--- config.mk ---
export PLATFORM = sky130hd
export DESIGN_NAME = calendar_day_difference
export DESIGN_NICKNAME = d
export VERILOG_FILES = /design/src/design/cdd_pkg.sv /design/src/design/cdd_mul.sv /design/src/design/cdd_ctrl.sv /design/src/design/calendar_day_difference.sv
export SDC_FILE = /design/constraint.sdc
export NUM_CORES = 1
export LEC_CHECK = 0
export ABC_CLOCK_PERIOD_IN_PS = 18900
export BUFFER_PORTS_ARGS = -buffer_cell sky130_fd_sc_hd__buf_2
export CAP_MARGIN = 20
export CORE_UTILIZATION = 65
export DETAILED_ROUTE_END_ITERATION = 12
export PLACE_DENSITY = 0.84
export SYNTH_ARGS = -nofsm -noshare
export SYNTH_HDL_FRONTEND = slang
export SYNTH_HIERARCHICAL = 1
export SYNTH_SLANG_ARGS = --single-unit
--- constraint.sdc ---
create_clock -name clk -period 18.9 [get_ports clk]
set_input_delay 0.945 -clock clk [delete_from_list [all_inputs] [get_ports clk]]
set_output_delay 0.945 -clock clk [all_outputs]
set_load 0.01 [all_outputs]
--- src/design/cdd_pkg.sv ---
// Package for the calendar day difference block: sequencer states, control word,
// shared multiplier operation codes, field widths and the month offset table.
// No dependencies.
package cdd_pkg;

  localparam int YEAR_W  = 14;
  localparam int MONTH_W = 4;
  localparam int DAY_W   = 5;
  localparam int OUT_W   = 23;
  localparam int ACC_W   = 25;
  localparam int PROD_W  = 27;
  localparam int QUOT_LSB = 17;

  typedef enum logic [2:0] {
    ST_IDLE,
    ST_YEAR,
    ST_C100,
    ST_C400,
    ST_F100,
    ST_QTR,
    ST_MD,
    ST_DONE
  } state_t;

  typedef enum logic [1:0] {
    MOP_YEAR,
    MOP_C100,
    MOP_C400,
    MOP_F100
  } mop_t;

  typedef enum logic [2:0] {
    AOP_NONE,
    AOP_PROD,
    AOP_QUOT,
    AOP_QTR,
    AOP_MD
  } aop_t;

  typedef struct packed {
    mop_t mop;
    aop_t aop;
    logic sub;
    logic second;
    logic leap_load;
    logic acc_clr;
    logic done;
  } ctrl_t;

  // Days in the months before the given month of a common year. Month zero
  // counts as January and months above twelve count as December.
  function automatic logic [8:0] days_before_month(input logic [MONTH_W-1:0] month);
    logic [8:0] days;
    case (month)
      4'd0:    days = 9'd0;
      4'd1:    days = 9'd0;
      4'd2:    days = 9'd31;
      4'd3:    days = 9'd59;
      4'd4:    days = 9'd90;
      4'd5:    days = 9'd120;
      4'd6:    days = 9'd151;
      4'd7:    days = 9'd181;
      4'd8:    days = 9'd212;
      4'd9:    days = 9'd243;
      4'd10:   days = 9'd273;
      4'd11:   days = 9'd304;
      default: days = 9'd334;
    endcase
    return days;
  endfunction

endpackage

--- src/design/cdd_mul.sv ---
// Shared constant multiplier of the calendar day difference block. It forms the
// operand from the selected year and registers the product.
// Depends on cdd_pkg.
module cdd_mul (
  input  logic                        clk,
  input  cdd_pkg::mop_t               mop,
  input  logic [cdd_pkg::YEAR_W-1:0]  year,
  output logic [cdd_pkg::PROD_W-1:0]  prod
);

  localparam logic [12:0] DAYS_PER_YEAR = 13'd365;
  localparam logic [12:0] RECIP25       = 13'd5243;

  logic [14:0] year_p99;
  logic [14:0] year_p399;
  logic [13:0] opnd;
  logic [12:0] cst;

  assign year_p99  = {1'b0, year} + 15'd99;
  assign year_p399 = {1'b0, year} + 15'd399;

  always_comb begin
    case (mop)
      cdd_pkg::MOP_YEAR: begin
        opnd = year;
        cst  = DAYS_PER_YEAR;
      end
      cdd_pkg::MOP_C100: begin
        opnd = {1'b0, year_p99[14:2]};
        cst  = RECIP25;
      end
      cdd_pkg::MOP_C400: begin
        opnd = {3'b0, year_p399[14:4]};
        cst  = RECIP25;
      end
      cdd_pkg::MOP_F100: begin
        opnd = {2'b0, year[13:2]};
        cst  = RECIP25;
      end
      default: begin
        opnd = year;
        cst  = DAYS_PER_YEAR;
      end
    endcase
  end

  always_ff @(posedge clk) begin
    prod <= {13'd0, opnd} * {14'd0, cst};
  end

endmodule

--- src/design/cdd_ctrl.sv ---
// Sequencer of the calendar day difference block. It steps the shared multiplier
// and the accumulator through both dates of a word.
// Depends on cdd_pkg.
module cdd_ctrl (
  input  logic           clk,
  input  logic           rst,
  input  logic           start,
  input  logic           out_free,
  output logic           idle,
  output cdd_pkg::ctrl_t ctrl
);

  cdd_pkg::state_t state;
  cdd_pkg::state_t state_next;
  logic            second;
  logic            second_next;

  always_ff @(posedge clk) begin
    if (rst) begin
      state  <= cdd_pkg::ST_IDLE;
      second <= 1'b0;
    end else begin
      state  <= state_next;
      second <= second_next;
    end
  end

  always_comb begin
    state_next  = state;
    second_next = second;
    case (state)
      cdd_pkg::ST_IDLE: begin
        second_next = 1'b0;
        if (start) begin
          state_next = cdd_pkg::ST_YEAR;
        end
      end
      cdd_pkg::ST_YEAR: state_next = cdd_pkg::ST_C100;
      cdd_pkg::ST_C100: state_next = cdd_pkg::ST_C400;
      cdd_pkg::ST_C400: state_next = cdd_pkg::ST_F100;
      cdd_pkg::ST_F100: state_next = cdd_pkg::ST_QTR;
      cdd_pkg::ST_QTR:  state_next = cdd_pkg::ST_MD;
      cdd_pkg::ST_MD: begin
        if (second) begin
          state_next = cdd_pkg::ST_DONE;
        end else begin
          second_next = 1'b1;
          state_next  = cdd_pkg::ST_YEAR;
        end
      end
      cdd_pkg::ST_DONE: begin
        if (out_free) begin
          state_next = cdd_pkg::ST_IDLE;
        end
      end
      default: state_next = cdd_pkg::ST_IDLE;
    endcase
  end

  always_comb begin
    ctrl           = '0;
    ctrl.mop       = cdd_pkg::MOP_YEAR;
    ctrl.aop       = cdd_pkg::AOP_NONE;
    ctrl.second    = second;
    idle           = 1'b0;
    case (state)
      cdd_pkg::ST_IDLE: begin
        idle         = 1'b1;
        ctrl.acc_clr = 1'b1;
      end
      cdd_pkg::ST_YEAR: begin
        ctrl.mop = cdd_pkg::MOP_YEAR;
      end
      cdd_pkg::ST_C100: begin
        ctrl.mop = cdd_pkg::MOP_C100;
        ctrl.aop = cdd_pkg::AOP_PROD;
        ctrl.sub = second;
      end
      cdd_pkg::ST_C400: begin
        ctrl.mop = cdd_pkg::MOP_C400;
        ctrl.aop = cdd_pkg::AOP_QUOT;
        ctrl.sub = !second;
      end
      cdd_pkg::ST_F100: begin
        ctrl.mop = cdd_pkg::MOP_F100;
        ctrl.aop = cdd_pkg::AOP_QUOT;
        ctrl.sub = second;
      end
      cdd_pkg::ST_QTR: begin
        ctrl.aop       = cdd_pkg::AOP_QTR;
        ctrl.sub       = second;
        ctrl.leap_load = 1'b1;
      end
      cdd_pkg::ST_MD: begin
        ctrl.aop = cdd_pkg::AOP_MD;
        ctrl.sub = second;
      end
      cdd_pkg::ST_DONE: begin
        ctrl.done = out_free;
      end
      default: begin
        ctrl.acc_clr = 1'b1;
      end
    endcase
  end

endmodule

--- src/design/calendar_day_difference.sv ---
// Top level of the calendar day difference block: input capture, accumulator,
// leap year test, saturation and output register.
// Depends on cdd_pkg, cdd_mul and cdd_ctrl.
//
// The block takes a word of two Gregorian dates on the input channel and returns
// the signed day count first minus second on the output channel.
// Both channels use valid and ready; a word moves when both are high at a
// rising edge of clk.
// Each date is turned into a day count by one shared constant multiplier that
// is used four times per date (years times 365 and three divisions by 100 or
// 400 through a reciprocal), with an accumulator adding the terms.
// The input is not ready while a word is in work: a new word is accepted only once
// the sequencer has passed the last result to the output register and is idle again.
// A finished result waits in the output register while the next word is taken.
// If the receiver stalls, the sequencer holds its last step until the output
// register is free, and the input stays not ready meanwhile.
// Synchronous reset returns the sequencer to idle and drops out_valid.
// Results beyond the 23-bit range saturate.
module calendar_day_difference (
  input  logic                               clk,
  input  logic                               rst,
  input  logic                               in_valid,
  output logic                               in_ready,
  input  logic [cdd_pkg::YEAR_W-1:0]         first_year,
  input  logic [cdd_pkg::MONTH_W-1:0]        first_month,
  input  logic [cdd_pkg::DAY_W-1:0]          first_day,
  input  logic [cdd_pkg::YEAR_W-1:0]         second_year,
  input  logic [cdd_pkg::MONTH_W-1:0]        second_month,
  input  logic [cdd_pkg::DAY_W-1:0]          second_day,
  output logic                               out_valid,
  input  logic                               out_ready,
  output logic signed [cdd_pkg::OUT_W-1:0]   day_difference
);

  localparam logic signed [24:0] OUT_MAX   = 25'sd4194303;
  localparam logic signed [24:0] OUT_MIN   = -25'sd4194304;
  localparam logic signed [24:0] ACC_BOUND = 25'sd6100000;

  cdd_pkg::ctrl_t ctrl;
  logic           start;
  logic           out_free;

  logic [cdd_pkg::YEAR_W-1:0]  y1;
  logic [cdd_pkg::MONTH_W-1:0] m1;
  logic [cdd_pkg::DAY_W-1:0]   d1;
  logic [cdd_pkg::YEAR_W-1:0]  y2;
  logic [cdd_pkg::MONTH_W-1:0] m2;
  logic [cdd_pkg::DAY_W-1:0]   d2;

  logic [cdd_pkg::YEAR_W-1:0]  yr;
  logic [cdd_pkg::MONTH_W-1:0] mo;
  logic [cdd_pkg::DAY_W-1:0]   dy;

  logic [cdd_pkg::PROD_W-1:0]  prod;
  logic [9:0]                  quot;
  logic [14:0]                 quot_x25;
  logic [14:0]                 year_p3;
  logic [12:0]                 qtr;
  logic                        leap_now;
  logic                        leap;
  logic [9:0]                  md;
  logic [22:0]                 term;

  logic signed [cdd_pkg::ACC_W-1:0] acc;
  logic signed [cdd_pkg::ACC_W-1:0] acc_next;
  logic signed [cdd_pkg::OUT_W-1:0] sat;
  logic                             out_valid_next;

  assign start    = in_valid && in_ready;
  assign out_free = !out_valid || out_ready;

  cdd_ctrl u_ctrl (
    .clk      (clk),
    .rst      (rst),
    .start    (start),
    .out_free (out_free),
    .idle     (in_ready),
    .ctrl     (ctrl)
  );

  always_ff @(posedge clk) begin
    if (start) begin
      y1 <= first_year;
      m1 <= first_month;
      d1 <= first_day;
      y2 <= second_year;
      m2 <= second_month;
      d2 <= second_day;
    end
  end

  assign yr = ctrl.second ? y2 : y1;
  assign mo = ctrl.second ? m2 : m1;
  assign dy = ctrl.second ? d2 : d1;

  cdd_mul u_mul (
    .clk  (clk),
    .mop  (ctrl.mop),
    .year (yr),
    .prod (prod)
  );

  assign quot     = prod[cdd_pkg::PROD_W-1:cdd_pkg::QUOT_LSB];
  assign quot_x25 = {1'b0, quot, 4'b0} + {2'b0, quot, 3'b0} + {5'b0, quot};
  assign year_p3  = {1'b0, yr} + 15'd3;
  assign qtr      = year_p3[14:2];

  // While the quarter term is added, the product holds floor(year / 100).
  assign leap_now = (yr[1:0] == 2'd0) &&
                    (({3'b0, yr[13:2]} != quot_x25) || (yr[3:0] == 4'd0));

  always_ff @(posedge clk) begin
    if (ctrl.leap_load) begin
      leap <= leap_now;
    end
  end

  assign md = {1'b0, cdd_pkg::days_before_month(mo)} + {5'b0, dy} +
              {9'b0, (leap && (mo > 4'd2))};

  always_comb begin
    case (ctrl.aop)
      cdd_pkg::AOP_NONE: term = '0;
      cdd_pkg::AOP_PROD: term = prod[22:0];
      cdd_pkg::AOP_QUOT: term = {13'b0, quot};
      cdd_pkg::AOP_QTR:  term = {10'b0, qtr};
      cdd_pkg::AOP_MD:   term = {13'b0, md};
      default:           term = '0;
    endcase
  end

  always_comb begin
    if (ctrl.acc_clr) begin
      acc_next = '0;
    end else if (ctrl.sub) begin
      acc_next = acc - signed'({2'b0, term});
    end else begin
      acc_next = acc + signed'({2'b0, term});
    end
  end

  always_ff @(posedge clk) begin
    if (rst) begin
      acc <= '0;
    end else begin
      acc <= acc_next;
    end
  end

  always_comb begin
    if (acc > OUT_MAX) begin
      sat = OUT_MAX[22:0];
    end else if (acc < OUT_MIN) begin
      sat = OUT_MIN[22:0];
    end else begin
      sat = acc[22:0];
    end
  end

  always_comb begin
    if (ctrl.done) begin
      out_valid_next = 1'b1;
    end else if (out_ready) begin
      out_valid_next = 1'b0;
    end else begin
      out_valid_next = out_valid;
    end
  end

  always_ff @(posedge clk) begin
    if (rst) begin
      out_valid <= 1'b0;
    end else begin
      out_valid <= out_valid_next;
    end
  end

  always_ff @(posedge clk) begin
    if (ctrl.done) begin
      day_difference <= sat;
    end
  end

`ifndef SYNTHESIS
  a_busy_after_accept: assert property (@(posedge clk) disable iff (rst)
    start |=> !in_ready)
    else $error("input ready right after an accepted word");

  a_done_loads_output: assert property (@(posedge clk) disable iff (rst)
    ctrl.done |=> out_valid)
    else $error("finished result did not reach the output register");

  a_no_overwrite: assert property (@(posedge clk) disable iff (rst)
    ctrl.done |-> (!out_valid || out_ready))
    else $error("result loaded while the previous one still waits");

  a_acc_bound: assert property (@(posedge clk) disable iff (rst)
    (acc <= ACC_BOUND) && (acc >= -ACC_BOUND))
    else $error("accumulator outside the range of two day counts");
`endif

endmodule

# Word-level counts from Yosys, hierarchy flattened
# Memory sizes are Yosys's and may differ from the RTL's.
# Index checks and enable logic that the tools add are counted.
# totals
reg_bits,127
latchBits,0
ramBits,0
romBits,144
inputBits,50
output_inout_bits,25
wordCells,80
mem_count,1
# classes
add_sub_neg,9
multipliers,1
div_mod_pow,0
n_lt_le_gt_ge,3
n_eq_ne,17
n_shift,0
mux,20
bitwise,0
n_reduce_logical,16
# mem_list
name,depth,word_bits,rd,rd_ports_with_merged_regs,wr,line_no,rtl
(name not given),16,9,1,0,0,cdd_pkg.sv:54,case (month)
# op_table
op,n
case mux 23 bit (4 select lines),1
case mux 14 bit (4 select lines),1
multiplier 14 x 13 -> 27 bit,1
case mux 13 bit (2 select lines),1
adder 25 x 24 -> 25 bit,1
> comparator 25 x 23 -> 1 bit (second input constant),1
< comparator 25 x 23 -> 1 bit (second input constant),1
two-way mux 25 bit,1
subtractor 25 x 24 -> 25 bit,1
case mux 3 bit (8 select lines),1
two-way mux 23 bit,1
case mux 4 bit (5 select lines),1
adder 14 x 13 -> 15 bit,1
adder 14 x 2 -> 15 bit (second input constant),1
adder 14 x 7 -> 15 bit (second input constant),1
adder 14 x 9 -> 15 bit (second input constant),1
adder 15 x 10 -> 15 bit,1
equality test 3 bit (second input constant),5
!= test 12 x 15 -> 1 bit,1
two-way mux 14 bit,1
equality test 3 x 2 -> 1 bit (second input constant),4
adder 10 x 1 -> 10 bit,1
adder 9 x 5 -> 10 bit,1
two-way mux 3 bit,3
other kinds (21),33

# Logic depth before layout (Yosys ltp)
# Gate-level depths: netlist of the first run.
# logic_depth
word_depth,7
ltp_mapped,34
mapped_depth_nobuf,28

# By module
# The synthesis of the first run kept the hierarchy.
# by_module_without_submodules
mod,instances,cells_each,area_per_inst_um2
calendar_day_difference,1,719,6861.6
cdd_mul,1,602,5574.1
cdd_ctrl,1,40,291.5

# Worst setup path before layout of the first run
# No wires, ideal clock.
# synth_path
path_type,reg2reg
startpoint,reg u_ctrl.second
endpoint,reg u_mul/prod[24] (netlist bit)
setup_time_ps,72
arrival_ps,7426
required_ps,18828
path_slack_ps,11402
stages_incl_launch_ff,31
n_path_buf,5
synth_period_minus_slack_ps,7498
path_cell_list,dfxtp_1 -> buf_4 -> buf_6 -> buf_6 -> buf_2 -> buf_1 -> mux2_2 -> or4_4 -> nand4_2 -> a21boi_2 -> nand3_1 -> xor2_1 -> o21ai_1 -> or2_1 -> fa_1 -> fa_1 -> inv_1 -> fa_1 -> inv_1 -> fa_1 -> inv_1 -> fa_1 -> inv_1 -> ha_1 -> a21o_1 -> a211oi_1 -> a211oi_1 -> nor2_1 -> o221ai_1 -> a21oi_1 -> xnor2_1
# synth_between
elab_chain_len,4
# synth_rtl
element,line_no,rtl
from (decl),cdd_ctrl.sv:15,logic second;
from (signal assigned),cdd_ctrl.sv:24,second <= second_next;
two-way mux 14 bit *,calendar_day_difference.sv:92,assign yr = ctrl.second ? y2 : y1;
"net yr, one bit",calendar_day_difference.sv:50,logic [cdd_pkg::YEAR_W-1:0] yr;
adder 14 x 9 -> 15 bit or adder 14 x 7 -> 15 bit (tied branches),"cdd_mul.sv:20, cdd_mul.sv:19",
case mux 14 bit (4 select lines) *,cdd_mul.sv:23,case (mop)
multiplier 14 x 13 -> 27 bit *,cdd_mul.sv:48,"prod <= {13'd0, opnd} * {14'd0, cst};"
to (signal assigned),cdd_mul.sv:48,
to (decl),cdd_mul.sv:8,output logic [cdd_pkg::PROD_W-1:0] prod
# The timed path passes the listed nets; every way through them passes the cells marked *.
# A chain may end at the register's enable or synchronous reset.

# Final worst setup path of the first run
# layout_path
startpoint,reg u_ctrl.second
endpoint,reg u_mul/prod[25] (netlist bit)
# Same word-level chain as after synthesis.

==> results of run 1 <==
layout make-up:
| cell class | count | share of cell area |
|---|---|---|
| Multi-Input combinational cell | 1034 | 0.627 |
| Sequential cell | 127 | 0.234 |
| Inverter | 160 | 0.0433 |
| Clock buffer | 17 | 0.0307 |
| Timing Repair Buffer | 78 | 0.0289 |
| Tap cell | 260 | 0.0235 |
| Clock inverter | 15 | 0.0131 |
cell families after synthesis:
logic type / after synthesis / share of synthesized area
other: 2 / 0.000590
AND/OR/NAND/NOR: 387 / 0.151
AO/OA/AOI/OAI: 279 / 0.145
flip-flops: 127 / 0.255
multiplexers: 27 / 0.0232
buffers and inverters: 205 / 0.0646
adder cells (fa/ha/maj): 244 / 0.298
XOR/XNOR: 90 / 0.0625
routing by layer:
layer	share of wire	wire, um
met5	0	0
met4	0.036	1080
met3	0.077	2330
met2	0.48	14500
met1	0.41	12300
stage by stage:
| step | setup slack (ns) | cell area [um2] | std cells | hold slack (ns) | utilization |
|---|---|---|---|---|---|
| 2_1_floorplan | 11.40 | 12700 | 1366 | 0.494 | - |
| 3_3_place_gp | 11.41 | 13300 | 1659 | 0.511 | 0.699 |
| 3_5_place_dp | 11.10 | 13300 | 1659 | 0.487 | 0.699 |
| 4_1_cts | 11.06 | 13900 | 1691 | 0.502 | 0.731 |
| 5_1_grt | 10.51 | 13900 | 1691 | 0.532 | 0.731 |
| 6_report | 10.90 | 13900 | 1691 | 0.504 | 0.731 |
flip-flops by register name, summed over array words and instances, names as in the netlist:
| signal | flops |
|---|---|
| u_mul/prod | 27 |
| acc | 25 |
| day_difference | 23 |
| y1 | 14 |
| y2 | 14 |
| d1 | 5 |
| d2 | 5 |
| m1 | 4 |
| m2 | 4 |
| u_ctrl/state | 3 |
| leap | 1 |
| out_valid | 1 |
| u_ctrl/second | 1 |
worst max-delay path, stage by stage (launching register included):
cell and delay (ns):
sky130_fd_sc_hd__dfxtp_2 0.94, sky130_fd_sc_hd__mux2i_1 0.45, sky130_fd_sc_hd__inv_2 0.20, sky130_fd_sc_hd__or4_4 0.59, sky130_fd_sc_hd__nand4_2 0.14, sky130_fd_sc_hd__and2_4 0.17, sky130_fd_sc_hd__o21ai_0 0.11, sky130_fd_sc_hd__a21boi_0 0.17
sky130_fd_sc_hd__o21ai_0 0.70, sky130_fd_sc_hd__inv_1 0.19, sky130_fd_sc_hd__fa_1 0.58, sky130_fd_sc_hd__inv_1 0.06, sky130_fd_sc_hd__fa_1 0.42, sky130_fd_sc_hd__fa_1 0.46, sky130_fd_sc_hd__ha_1 0.29, sky130_fd_sc_hd__inv_1 0.05
sky130_fd_sc_hd__fa_1 0.53, sky130_fd_sc_hd__inv_1 0.05, sky130_fd_sc_hd__ha_1 0.33, sky130_fd_sc_hd__and2_1 0.17, sky130_fd_sc_hd__nand3b_1 0.10, sky130_fd_sc_hd__a21oi_1 0.23, sky130_fd_sc_hd__o2111ai_1 0.23, sky130_fd_sc_hd__o31ai_1 0.41
sky130_fd_sc_hd__o22ai_1 0.14, sky130_fd_sc_hd__xnor2_1 0.14
worst max-delay path by stage:
stage | start | slack (ns) | endpoint | depth (start not counted)
finish | u_ctrl/second | 10.90 | u_mul/prod[25] | 25
global route | u_ctrl/second | 10.51 | u_mul/prod[25] | 25
CTS | u_ctrl/second | 11.06 | u_mul/prod[25] | 25
detailed placement | u_ctrl/second | 11.10 | u_mul/prod[25] | 25
global placement | u_ctrl/second | 11.41 | u_mul/prod[25] | 25
floorplan | u_ctrl/second | 11.40 | u_mul/prod[24] | 30
cell usage in the layout, fill, tap and decap left out, drive strengths merged, types with 57 or more instances in the layout:
| cell type | Yosys | final |
|---|---|---|
| ha | 145 | 145 |
| a21oi | 68 | 68 |
| dfxtp | 57 | 57 |
| fa | 99 | 99 |
| nand2 | 124 | 124 |
| inv | 160 | 166 |
| o21ai | 65 | 65 |
| buf | 17 | 78 |
| edfxtp | 70 | 70 |
| nor2 | 94 | 94 |
==> metrics.txt, run 1 <==
# TYPE chip_impl_metric gauge
chip_impl_info{name="status",value="complete, no violations"} 1
chip_impl_metric{name="fillCellCount",unit=""} 1355
chip_impl_info{name="regToRegEndpoint",value="u_mul/prod[25]"} 1
chip_impl_metric{name="htree_num_levels",unit=""} 4
chip_impl_metric{name="clk-insertion-delay-late",unit="ns"} 0.43
chip_impl_metric{name="fp.coreArea",unit="mm2"} 0.0190
chip_impl_info{name="synth-main-ff-cell",value="sky130_fd_sc_hd__edfxtp_1"} 1
chip_impl_info{name="cell_types_with_the_highest_counts_after_synthesis",value="sky130_fd_sc_hd__inv_1, sky130_fd_sc_hd__ha_1, sky130_fd_sc_hd__nand2_1"} 1
chip_impl_metric{name="synth_enable_flop_cells",unit=""} 70
chip_impl_metric{name="fp.dieArea",unit="mm2"} 0.0201
chip_impl_metric{name="clkSlewWorstSetupHoldPaths",unit="ns"} 0.06
chip_impl_metric{name="met1_usage",unit=""} 0.387
chip_impl_metric{name="hold_buffers",unit=""} 0
chip_impl_metric{name="finish.net_count",unit=""} 1712
chip_impl_metric{name="die_height",unit="um"} 142
chip_impl_metric{name="layout-area-overhead-vs-synth",unit="%"} 8.93
chip_impl_metric{name="antenna_found_initial",unit=""} 0
chip_impl_metric{name="post_cts_buffers",unit=""} 0
chip_impl_metric{name="post_cts_resize_count",unit=""} 0
chip_impl_metric{name="critical_path_required",unit="ns"} 19.21
chip_impl_metric{name="worst-path-max-fanout",unit=""} 42
chip_impl_info{name="tritoncts",value="done"} 1
chip_impl_metric{name="dieWidth",unit="um"} 142
chip_impl_metric{name="first_global_vias",unit=""} 10400
chip_impl_metric{name="global_route.usage.met3",unit=""} 0.0656
chip_impl_metric{name="routabilityCongestion",unit=""} 0.908
chip_impl_metric{name="syn_area",unit="mm2"} 0.0127
chip_impl_metric{name="synth.top_cell.area_share",unit=""} 0.165
chip_impl_metric{name="drc",unit=""} 0
chip_impl_info{name="regToRegStartpoint",value="u_ctrl/second"} 1
chip_impl_metric{name="synthesized_area_per_cell",unit="um2"} 9.35
chip_impl_metric{name="fin_skew",unit="ns"} 0.00919
chip_impl_metric{name="critical_path_data_arrival_time",unit="ns"} 8.31
chip_impl_metric{name="core.rowCount",unit=""} 50
chip_impl_info{name="min_from",value="acc[24]"} 1
chip_impl_metric{name="dp.final_hpwl",unit="um"} 23500
chip_impl_metric{name="hold_path_depth",unit=""} 0
chip_impl_metric{name="ioPinCount",unit=""} 75
chip_impl_metric{name="placement.io_buffers",unit=""} 74
chip_impl_metric{name="ys.warnings.count",unit=""} 6
chip_impl_metric{name="detail_route.vias_per_cell",unit=""} 6.04
chip_impl_info{name="hold-path-endpoint",value="day_difference[22]"} 1
chip_impl_metric{name="worst_pin_slew",unit="ns"} 1.15
chip_impl_metric{name="timing.max_slew.rel_slack",unit=""} 0.227
chip_impl_metric{name="combined_area_of_the_multi_input_logic_cells",unit="mm2"} 0.00869
chip_impl_metric{name="report.final.hold_viol_count",unit=""} 0
chip_impl_metric{name="slew_viol_final",unit=""} 0
chip_impl_metric{name="tns",unit="ns"} 0
chip_impl_metric{name="globalRoute.totalOverflow",unit=""} 0
chip_impl_metric{name="final.period_utilization",unit=""} 0.423
chip_impl_metric{name="drive_above_1_share",unit=""} 0.110
chip_impl_info{name="synthTopCellsByArea",value="sky130_fd_sc_hd__edfxtp_1, sky130_fd_sc_hd__fa_1, sky130_fd_sc_hd__ha_1"} 1
chip_impl_info{name="critical_path.startpoint_type",value="flip-flop"} 1
chip_impl_info{name="crit_type",value="flip-flop to flip-flop"} 1
chip_impl_metric{name="synth.ff_latch_count",unit=""} 127
chip_impl_metric{name="detailroute.via_count",unit=""} 10200
chip_impl_metric{name="initial_utilization",unit=""} 0.671
chip_impl_metric{name="drt_first_iter_violations",unit=""} 840
chip_impl_metric{name="antennaDiodeCount",unit=""} 0
chip_impl_info{name="synth_area_leader_cell",value="sky130_fd_sc_hd__edfxtp_1"} 1
chip_impl_metric{name="clock_sinks",unit=""} 127
chip_impl_metric{name="routed_wire_length_per_instance",unit="um"} 17.8
chip_impl_metric{name="drt_pre_antenna_iters",unit=""} 5
chip_impl_metric{name="wl",unit="um"} 30200
chip_impl_metric{name="timing.max_cap.violations",unit=""} 0
chip_impl_metric{name="yosysSeqAreaShare",unit=""} 0.255
chip_impl_info{name="clock-root-buffer",value="sky130_fd_sc_hd__clkbuf_16"} 1
chip_impl_metric{name="register_area",unit="mm2"} 0.00324
chip_impl_metric{name="fmax",unit="MHz"} 125
chip_impl_info{name="rsz0062_at_grt",value="no"} 1
chip_impl_info{name="busiest_layer",value="met2"} 1
chip_impl_metric{name="reg2reg_slack",unit="ns"} 10.90
chip_impl_info{name="min_path_type",value="flip-flop to flip-flop"} 1
chip_impl_metric{name="yosysUniqueCellTypes",unit=""} 92
chip_impl_metric{name="total_setup_violations_reported_at_the_end_of_the_flow",unit=""} 0
chip_impl_metric{name="first_pass_grt_wire_length",unit="um"} 49300
chip_impl_metric{name="tmin_final",unit="ns"} 8.00
chip_impl_metric{name="gr-usage-all-layers",unit=""} 0.316
chip_impl_metric{name="synth_cells",unit=""} 1361
chip_impl_metric{name="worstRegToRegCells",unit=""} 25
chip_impl_info{name="yosys.cell_count.top_type",value="sky130_fd_sc_hd__inv_1"} 1
chip_impl_metric{name="async_reset_ff_frac",unit=""} 0
chip_impl_metric{name="drt.antenna.violating_nets",unit=""} 0
chip_impl_metric{name="clockBufferDepth",unit=""} 2
chip_impl_metric{name="pin_count_of_the_biggest_net_entering_global_routing",unit=""} 48
chip_impl_metric{name="numCtsBuffers",unit=""} 17
chip_impl_metric{name="use_met2",unit=""} 0.536
chip_impl_info{name="setup.worst_path.end_class",value="flip-flop"} 1
Power of run 1 is left out: the tool's default activity adds up to more than one toggle a clock period on the data nets, which glitch-free logic cannot reach.
==> run 2, diff against run 1 <==
ABC_AREA = 1   (was not set)
ABC_CLOCK_PERIOD_IN_PS = 8100   (was 18900)
CORE_UTILIZATION = 64   (was 65)
PLACE_DENSITY = 0.83   (was 0.84)
clock period = 8.1 ns   (was 18.9 ns; I/O delays follow)
==> metrics.txt, run 2 <==
# TYPE chip_impl_metric gauge
chip_impl_info{name="status",value="complete, no violations"} 1
chip_impl_metric{name="ys.warnings.count",unit=""} 6
chip_impl_metric{name="drt_pre_antenna_iters",unit=""} 6
chip_impl_metric{name="post_cts_buffers",unit=""} 0
chip_impl_metric{name="worst-path-max-fanout",unit=""} 11
chip_impl_info{name="crit_type",value="flip-flop to flip-flop"} 1
chip_impl_metric{name="syn_area",unit="mm2"} 0.0142
chip_impl_metric{name="first_pass_grt_wire_length",unit="um"} 58200
chip_impl_metric{name="detail_route.vias_per_cell",unit=""} 5.56
chip_impl_metric{name="synth_cells",unit=""} 1910
chip_impl_metric{name="drc",unit=""} 0
chip_impl_metric{name="total_setup_violations_reported_at_the_end_of_the_flow",unit=""} 0
chip_impl_metric{name="place_inst",unit=""} 2249
chip_impl_info{name="yosys.cell_count.top_type",value="sky130_fd_sc_hd__nand2_1"} 1
chip_impl_info{name="critical_path.startpoint_type",value="flip-flop"} 1
chip_impl_metric{name="critical_path_required",unit="ns"} 8.42
chip_impl_metric{name="synth_enable_flop_cells",unit=""} 70
chip_impl_metric{name="routabilityCongestion",unit=""} 0.970
chip_impl_metric{name="clk-insertion-delay-late",unit="ns"} 0.43
chip_impl_metric{name="fp.coreArea",unit="mm2"} 0.0218
chip_impl_metric{name="htree_num_levels",unit=""} 4
chip_impl_info{name="rsz0062_at_grt",value="no"} 1
chip_impl_metric{name="synth.top_cell.area_share",unit=""} 0.148
chip_impl_metric{name="tns",unit="ns"} 0
chip_impl_metric{name="critical_path.n_buffers_inverters",unit=""} 4
chip_impl_metric{name="timing.max_cap.violations",unit=""} 0
chip_impl_metric{name="synth-simple-area-share",unit=""} 0.274
chip_impl_metric{name="placement.io_buffers",unit=""} 74
chip_impl_metric{name="routed_wire_length_per_instance",unit="um"} 15.7
chip_impl_metric{name="clockBufferDepth",unit=""} 2
chip_impl_metric{name="critical_path_data_arrival_time",unit="ns"} 7.39
chip_impl_metric{name="yosysUniqueCellTypes",unit=""} 49
chip_impl_metric{name="drt_first_iter_violations",unit=""} 873
chip_impl_info{name="mostFrequentLayoutCell",value="sky130_fd_sc_hd__nand2_1"} 1
chip_impl_metric{name="layout-area-overhead-vs-synth",unit="%"} 8.75
chip_impl_metric{name="fmax",unit="MHz"} 141
chip_impl_metric{name="dieWidth",unit="um"} 151
chip_impl_metric{name="hold_buffers",unit=""} 0
chip_impl_metric{name="core.rowCount",unit=""} 54
chip_impl_metric{name="ioPinCount",unit=""} 75
chip_impl_metric{name="synthesized_area_per_cell",unit="um2"} 7.41
chip_impl_metric{name="critical-path-max-stage-delay",unit="ns"} 0.86
chip_impl_metric{name="clock_sinks",unit=""} 127
chip_impl_info{name="dominant_combinational_cell_family_by_area_after_synthesis",value="simple AND/OR/NAND/NOR gates"} 1
chip_impl_info{name="tritoncts",value="done"} 1
chip_impl_metric{name="final.period_utilization",unit=""} 0.873
chip_impl_metric{name="dp.final_hpwl",unit="um"} 28800
chip_impl_info{name="path_delay_family",value="adder cells"} 1
chip_impl_metric{name="synth-compound-area-share",unit=""} 0.0799
chip_impl_metric{name="antenna_found_initial",unit=""} 0
chip_impl_metric{name="initial_utilization",unit=""} 0.651
chip_impl_metric{name="first_global_vias",unit=""} 12300
chip_impl_metric{name="detailroute.via_count",unit=""} 12700
chip_impl_info{name="crit_start",value="u_ctrl/state[1]"} 1
chip_impl_info{name="timing.critical_path.cells",value="nand2_1 -> o21ai_0 -> inv_2 -> nor2_1 -> nand4_1 -> nand2_1 -> nor2_1 -> fa_1 -> inv_1 -> ha_1 -> fa_1 -> inv_1 -> fa_1 -> fa_1 -> inv_1 -> ha_1 -> a21oi_1 -> nor2_1 -> nor2_1 -> nor2_1 -> nor2_1 -> nand2_1 -> nand2_1 -> nand2_1"} 1
chip_impl_info{name="clock-root-buffer",value="sky130_fd_sc_hd__clkbuf_16"} 1
chip_impl_info{name="min_from",value="second_year[5]"} 1
chip_impl_metric{name="worst_pin_slew",unit="ns"} 1.09
chip_impl_metric{name="wl",unit="um"} 35900
chip_impl_metric{name="synth_adder_area_share",unit=""} 0.268
chip_impl_metric{name="synth-xor-area-share",unit=""} 0.0297
chip_impl_info{name="reg_top3",value="u_mul/prod: 27 flops, acc: 25 flops, day_difference: 23 flops"} 1
chip_impl_metric{name="async_reset_ff_frac",unit=""} 0
chip_impl_info{name="min_path_type",value="input port to flip-flop"} 1
chip_impl_info{name="synth-main-ff-cell",value="sky130_fd_sc_hd__edfxtp_1"} 1
chip_impl_metric{name="finish.net_count",unit=""} 2284
chip_impl_metric{name="pin_count_of_the_biggest_net_entering_global_routing",unit=""} 48
chip_impl_info{name="mostFrequentLayoutCells",value="sky130_fd_sc_hd__nand2_1, sky130_fd_sc_hd__inv_1, sky130_fd_sc_hd__nor2_1, sky130_fd_sc_hd__ha_1, sky130_fd_sc_hd__nand3_1"} 1
chip_impl_metric{name="drt.antenna.violating_nets",unit=""} 0
chip_impl_metric{name="yosys-mux-area-fraction",unit=""} 0.000707
chip_impl_metric{name="globalRoute.totalOverflow",unit=""} 0
chip_impl_info{name="synth_area_leader_cell",value="sky130_fd_sc_hd__edfxtp_1"} 1
chip_impl_info{name="critical_path.slowest_cell",value="sky130_fd_sc_hd__o21ai_0"} 1
chip_impl_metric{name="synth.ff_latch_count",unit=""} 127
chip_impl_metric{name="fillCellCount",unit=""} 1734
chip_impl_metric{name="yosysSeqAreaShare",unit=""} 0.229
chip_impl_metric{name="gr-usage-all-layers",unit=""} 0.330
chip_impl_info{name="cell_types_with_the_highest_counts_after_synthesis",value="sky130_fd_sc_hd__nand2_1, sky130_fd_sc_hd__inv_1, sky130_fd_sc_hd__nor2_1"} 1
chip_impl_metric{name="clkSlewWorstSetupHoldPaths",unit="ns"} 0.06
chip_impl_info{name="regToRegStartpoint",value="u_ctrl/state[1]"} 1
chip_impl_metric{name="slew_viol_final",unit=""} 0
chip_impl_metric{name="report.final.hold_viol_count",unit=""} 0
chip_impl_metric{name="fin_skew",unit="ns"} 0.0133
chip_impl_metric{name="tmin_final",unit="ns"} 7.07
chip_impl_metric{name="drive_above_1_share",unit=""} 0.114
chip_impl_info{name="setup.worst_path.end_class",value="flip-flop"} 1
chip_impl_metric{name="timing.max_slew.rel_slack",unit=""} 0.266
chip_impl_metric{name="post_cts_resize_count",unit=""} 0
chip_impl_metric{name="antennaDiodeCount",unit=""} 0
chip_impl_info{name="top_register",value="u_mul/prod"} 1
chip_impl_info{name="synthTopCellsByArea",value="sky130_fd_sc_hd__edfxtp_1, sky130_fd_sc_hd__fa_1, sky130_fd_sc_hd__ha_1"} 1
chip_impl_info{name="critPathMostFrequentCell",value="sky130_fd_sc_hd__nor2_1"} 1
chip_impl_metric{name="largest_register_ffs",unit=""} 27
chip_impl_metric{name="die_height",unit="um"} 151
chip_impl_metric{name="layout.cells.non_filler",unit=""} 2283
chip_impl_metric{name="fp.dieArea",unit="mm2"} 0.0227
chip_impl_metric{name="numCtsBuffers",unit=""} 17
-- run 2: cell count changes after synthesis, moves of 42 or more --
cell	before	now
sky130_fd_sc_hd__nor2_1	94	160
sky130_fd_sc_hd__a21oi_1	67	113
sky130_fd_sc_hd__xnor2_1	53	11
sky130_fd_sc_hd__nand3_1	29	123
sky130_fd_sc_hd__inv_1	158	381
sky130_fd_sc_hd__nand2_2	2	47
sky130_fd_sc_hd__nand2_1	122	429
-- run 2: cells by family (layout without fill, tap and decap cells) --
family | after synthesis | count (layout)
multiplexers | 1 | 1
XOR/XNOR | 48 | 48
buffers and inverters | 421 | 509
other | 2 | 7
AO/OA/AOI/OAI | 209 | 209
adder cells (fa/ha/maj) | 244 | 244
flip-flops | 127 | 127
AND/OR/NAND/NOR | 858 | 858
-- run 2: area by class of cell --
class | count | area [um2] | area share
clock buffers | 18 | 439 | 0.0285
repair buffers | 82 | 438 | 0.0284
clock inverters | 14 | 180 | 0.0117
well taps | 280 | 350 | 0.0227
flip-flops and latches | 127 | 3240 | 0.211
inverters | 395 | 1480 | 0.0963
multi-input cells | 1367 | 9270 | 0.602
-- run 2: per-layer routing --
metal / share of wire / vias to the layer above / global-route usage / wire length [um]
li1: - / 6177 / - / -
met1: 0.39 / 5814 / 0.387 / 14000
met2: 0.49 / 581 / 0.588 / 17700
met3: 0.065 / 132 / 0.0394 / 2330
met4: 0.050 / 0 / 0.172 / 1800
met5: 0 / - / 0 / 0
-- run 2: worst paths after layout --
| check | to | slack [ns] | depth (start not counted) |
|---|---|---|---|
| max | u_mul/prod[20] | 1.03 | 24 |
| min | y2[5] | 0.14 | 1 |
| min reg2reg | day_difference[22] | 0.50 | 0 |
| max reg2reg | u_mul/prod[20] | 1.03 | 24 |
-- run 2: through the flow --
stage / worst slack (ns) / hold slack (ns) / area, um2 / utilization
6_report: 1.03 / 0.143 / 15400 / 0.708
5_1_grt: 0.456 / 0.131 / 15400 / 0.708
3_5_place_dp: 1.22 / 0.488 / 14800 / 0.678
4_1_cts: 1.19 / 0.139 / 15400 / 0.707
2_1_floorplan: 2.05 / 0.474 / 14200 / -
3_3_place_gp: 1.24 / 0.495 / 14800 / 0.678
-- run 2: worst register-to-register path, cell delays in order (launching register included) --
cell	delay (ns)
sky130_fd_sc_hd__dfxtp_1	0.53
sky130_fd_sc_hd__nand2_1	0.11
sky130_fd_sc_hd__o21ai_0	0.86
sky130_fd_sc_hd__inv_2	0.19
sky130_fd_sc_hd__nor2_1	0.73
sky130_fd_sc_hd__nand4_1	0.28
sky130_fd_sc_hd__nand2_1	0.33
sky130_fd_sc_hd__nor2_1	0.16
sky130_fd_sc_hd__fa_1	0.53
sky130_fd_sc_hd__inv_1	0.04
sky130_fd_sc_hd__ha_1	0.32
sky130_fd_sc_hd__fa_1	0.49
sky130_fd_sc_hd__inv_1	0.06
sky130_fd_sc_hd__fa_1	0.50
sky130_fd_sc_hd__fa_1	0.54
sky130_fd_sc_hd__inv_1	0.04
sky130_fd_sc_hd__ha_1	0.36
sky130_fd_sc_hd__a21oi_1	0.22
sky130_fd_sc_hd__nor2_1	0.06
sky130_fd_sc_hd__nor2_1	0.23
sky130_fd_sc_hd__nor2_1	0.08
sky130_fd_sc_hd__nor2_1	0.13
sky130_fd_sc_hd__nand2_1	0.07
sky130_fd_sc_hd__nand2_1	0.05
sky130_fd_sc_hd__nand2_1	0.05
Power of run 2 is left out for the same reason.
==> run 3, diff against run 2 <==
PLACE_DENSITY = 0.92   (was 0.83)
==> metrics.txt, run 3 (same netlist as run 2, synthesis figures left out) <==
# TYPE chip_impl_metric gauge
chip_impl_metric{name="fin_skew",unit="ns"} 0.0105
chip_impl_metric{name="tns",unit="ns"} 0
chip_impl_metric{name="first_global_vias",unit=""} 12900
chip_impl_metric{name="clock_sinks",unit=""} 127
chip_impl_metric{name="timing.max_slew.rel_slack",unit=""} 0.336
chip_impl_metric{name="dieWidth",unit="um"} 151
chip_impl_info{name="rsz0062_at_grt",value="no"} 1
chip_impl_metric{name="routabilityCongestion",unit=""} 0.939
chip_impl_metric{name="critical-path-max-stage-delay",unit="ns"} 0.79
chip_impl_info{name="path_delay_family",value="adder cells"} 1
chip_impl_metric{name="worst-path-max-fanout",unit=""} 11
chip_impl_info{name="status",value="complete, no violations"} 1
chip_impl_info{name="clock-root-buffer",value="sky130_fd_sc_hd__clkbuf_16"} 1
chip_impl_metric{name="post_cts_buffers",unit=""} 0
chip_impl_metric{name="fp.coreArea",unit="mm2"} 0.0218
chip_impl_metric{name="clkSlewWorstSetupHoldPaths",unit="ns"} 0.06
chip_impl_metric{name="numCtsBuffers",unit=""} 17
chip_impl_metric{name="total_setup_violations_reported_at_the_end_of_the_flow",unit=""} 0
chip_impl_metric{name="detailroute.via_count",unit=""} 13000
chip_impl_metric{name="die_height",unit="um"} 151
chip_impl_metric{name="post_cts_resize_count",unit=""} 0
chip_impl_info{name="crit_type",value="flip-flop to flip-flop"} 1
chip_impl_metric{name="layout_setup_ws",unit="ns"} 1.25
chip_impl_info{name="timing.critical_path.cells",value="nand2_1 -> o21ai_0 -> inv_2 -> nor2_1 -> nand4_1 -> nand2_1 -> nor2_1 -> fa_1 -> inv_1 -> ha_1 -> fa_1 -> inv_1 -> fa_1 -> fa_1 -> inv_1 -> ha_1 -> a21oi_1 -> nor2_1 -> nor2_1 -> nand2_1 -> nand2_1 -> nand3_1 -> nand2_1 -> nand2_1"} 1
chip_impl_metric{name="placement.io_buffers",unit=""} 74
chip_impl_metric{name="drt_first_iter_violations",unit=""} 1086
chip_impl_metric{name="core.rowCount",unit=""} 54
chip_impl_metric{name="critical_path_required",unit="ns"} 8.42
chip_impl_metric{name="worst_pin_slew",unit="ns"} 0.986
chip_impl_metric{name="globalRoute.totalOverflow",unit=""} 0
chip_impl_metric{name="final.period_utilization",unit=""} 0.846
chip_impl_metric{name="layout-area-overhead-vs-synth",unit="%"} 8.57
chip_impl_metric{name="fp.dieArea",unit="mm2"} 0.0227
chip_impl_metric{name="slew_viol_final",unit=""} 0
chip_impl_metric{name="timing.max_cap.violations",unit=""} 0
chip_impl_metric{name="wl",unit="um"} 36700
chip_impl_metric{name="clockBufferDepth",unit=""} 2
chip_impl_info{name="min_path_type",value="input port to flip-flop"} 1
chip_impl_info{name="mostFrequentLayoutCell",value="sky130_fd_sc_hd__nand2_1"} 1
chip_impl_metric{name="antennaDiodeCount",unit=""} 0
chip_impl_metric{name="critical_path_data_arrival_time",unit="ns"} 7.17
chip_impl_metric{name="drive_above_1_share",unit=""} 0.112
chip_impl_metric{name="critical_path.n_buffers_inverters",unit=""} 4
chip_impl_metric{name="first_pass_grt_wire_length",unit="um"} 60300
chip_impl_metric{name="initial_utilization",unit=""} 0.651
chip_impl_metric{name="pin_count_of_the_biggest_net_entering_global_routing",unit=""} 48
chip_impl_metric{name="antenna_found_initial",unit=""} 0
chip_impl_metric{name="dp.final_hpwl",unit="um"} 29500
chip_impl_metric{name="htree_num_levels",unit=""} 4
chip_impl_metric{name="detail_route.vias_per_cell",unit=""} 5.69
chip_impl_info{name="reg_top3",value="u_mul/prod: 27 flops, acc: 25 flops, day_difference: 23 flops"} 1
chip_impl_metric{name="drt.antenna.violating_nets",unit=""} 0
chip_impl_info{name="critical_path.slowest_cell",value="sky130_fd_sc_hd__o21ai_0"} 1
chip_impl_metric{name="drc",unit=""} 0
chip_impl_metric{name="routed_wire_length_per_instance",unit="um"} 16.1
chip_impl_metric{name="ioPinCount",unit=""} 75
chip_impl_info{name="top_register",value="u_mul/prod"} 1
chip_impl_info{name="mostFrequentLayoutCells",value="sky130_fd_sc_hd__nand2_1, sky130_fd_sc_hd__inv_1, sky130_fd_sc_hd__nor2_1, sky130_fd_sc_hd__ha_1, sky130_fd_sc_hd__nand3_1"} 1
chip_impl_metric{name="report.final.hold_viol_count",unit=""} 0
chip_impl_metric{name="fmax",unit="MHz"} 146
chip_impl_metric{name="tmin_final",unit="ns"} 6.85
chip_impl_metric{name="finish.net_count",unit=""} 2283
chip_impl_metric{name="gr-usage-all-layers",unit=""} 0.341
chip_impl_info{name="critPathMostFrequentCell",value="sky130_fd_sc_hd__nand2_1"} 1
chip_impl_info{name="setup.worst_path.end_class",value="flip-flop"} 1
chip_impl_metric{name="drt_pre_antenna_iters",unit=""} 5
chip_impl_info{name="tritoncts",value="done"} 1
chip_impl_metric{name="dp_worst_setup_slack",unit="ns"} 1.42
chip_impl_info{name="critical_path.startpoint_type",value="flip-flop"} 1
chip_impl_metric{name="largest_register_ffs",unit=""} 27
chip_impl_metric{name="clk-insertion-delay-late",unit="ns"} 0.43
chip_impl_metric{name="hold_buffers",unit=""} 0
-- run 3: cell types whose count changed in the layout (fill, tap and decap cells not counted), moves of 2 or more --
cell / before / now
sky130_fd_sc_hd__clkinv_4: 2 / 4
sky130_fd_sc_hd__clkbuf_1: 0 / 2
sky130_fd_sc_hd__buf_4: 7 / 5
sky130_fd_sc_hd__inv_6: 6 / 1
-- run 3: worst paths after layout --
kind | from | to | slack, ns | cells after the start
setup / recovery | u_ctrl/state[1] | u_mul/prod[24] | 1.25 | 24
hold / removal | first_month[3] | m1[3] | 0.14 | 1
setup reg to reg | u_ctrl/state[1] | u_mul/prod[24] | 1.25 | 24
hold reg to reg | acc[24] | day_difference[22] | 0.52 | 0
-- run 3: layout make-up --
| type | instances | area (um2) |
|---|---|---|
| Fill cell | 1669 | 6380 |
| Clock inverter | 13 | 165 |
| Inverter | 395 | 1480 |
| Tap cell | 280 | 350 |
| Sequential cell | 127 | 3240 |
| Multi-Input combinational cell | 1367 | 9270 |
| Timing Repair Buffer | 81 | 434 |
| Clock buffer | 19 | 433 |
-- run 3: stage by stage --
step,hold WS [ns],utilization,area [um2],cells
after floorplan,0.474,-,14200,1915
after global placement,0.483,0.678,14800,2248
after detailed placement,0.493,0.679,14800,2249
after CTS,0.136,0.706,15400,2281
after global routing,0.135,0.707,15400,2282
final,0.143,0.707,15400,2282
-- run 3: per-layer routing --
metal	part of all wire	wire length [um]	global-route usage	up-vias
li1	-	-	-	6167
met1	0.38	13900	0.384	6029
met2	0.50	18300	0.606	613
met3	0.070	2560	0.0527	167
met4	0.055	2040	0.205	0
met5	0	0	0	-
-- run 3: worst reg2reg max path: cells and delay by family (launching register included) --
family,cells,cell delay [ns]
and+or+nand+nor,12,2.15
DFF,1,0.53
buffers and inverters,4,0.30
adders and majority gates,6,2.74
AOI/OAI and AO/OA,2,1.01
Power of run 3 is left out for the same reason.
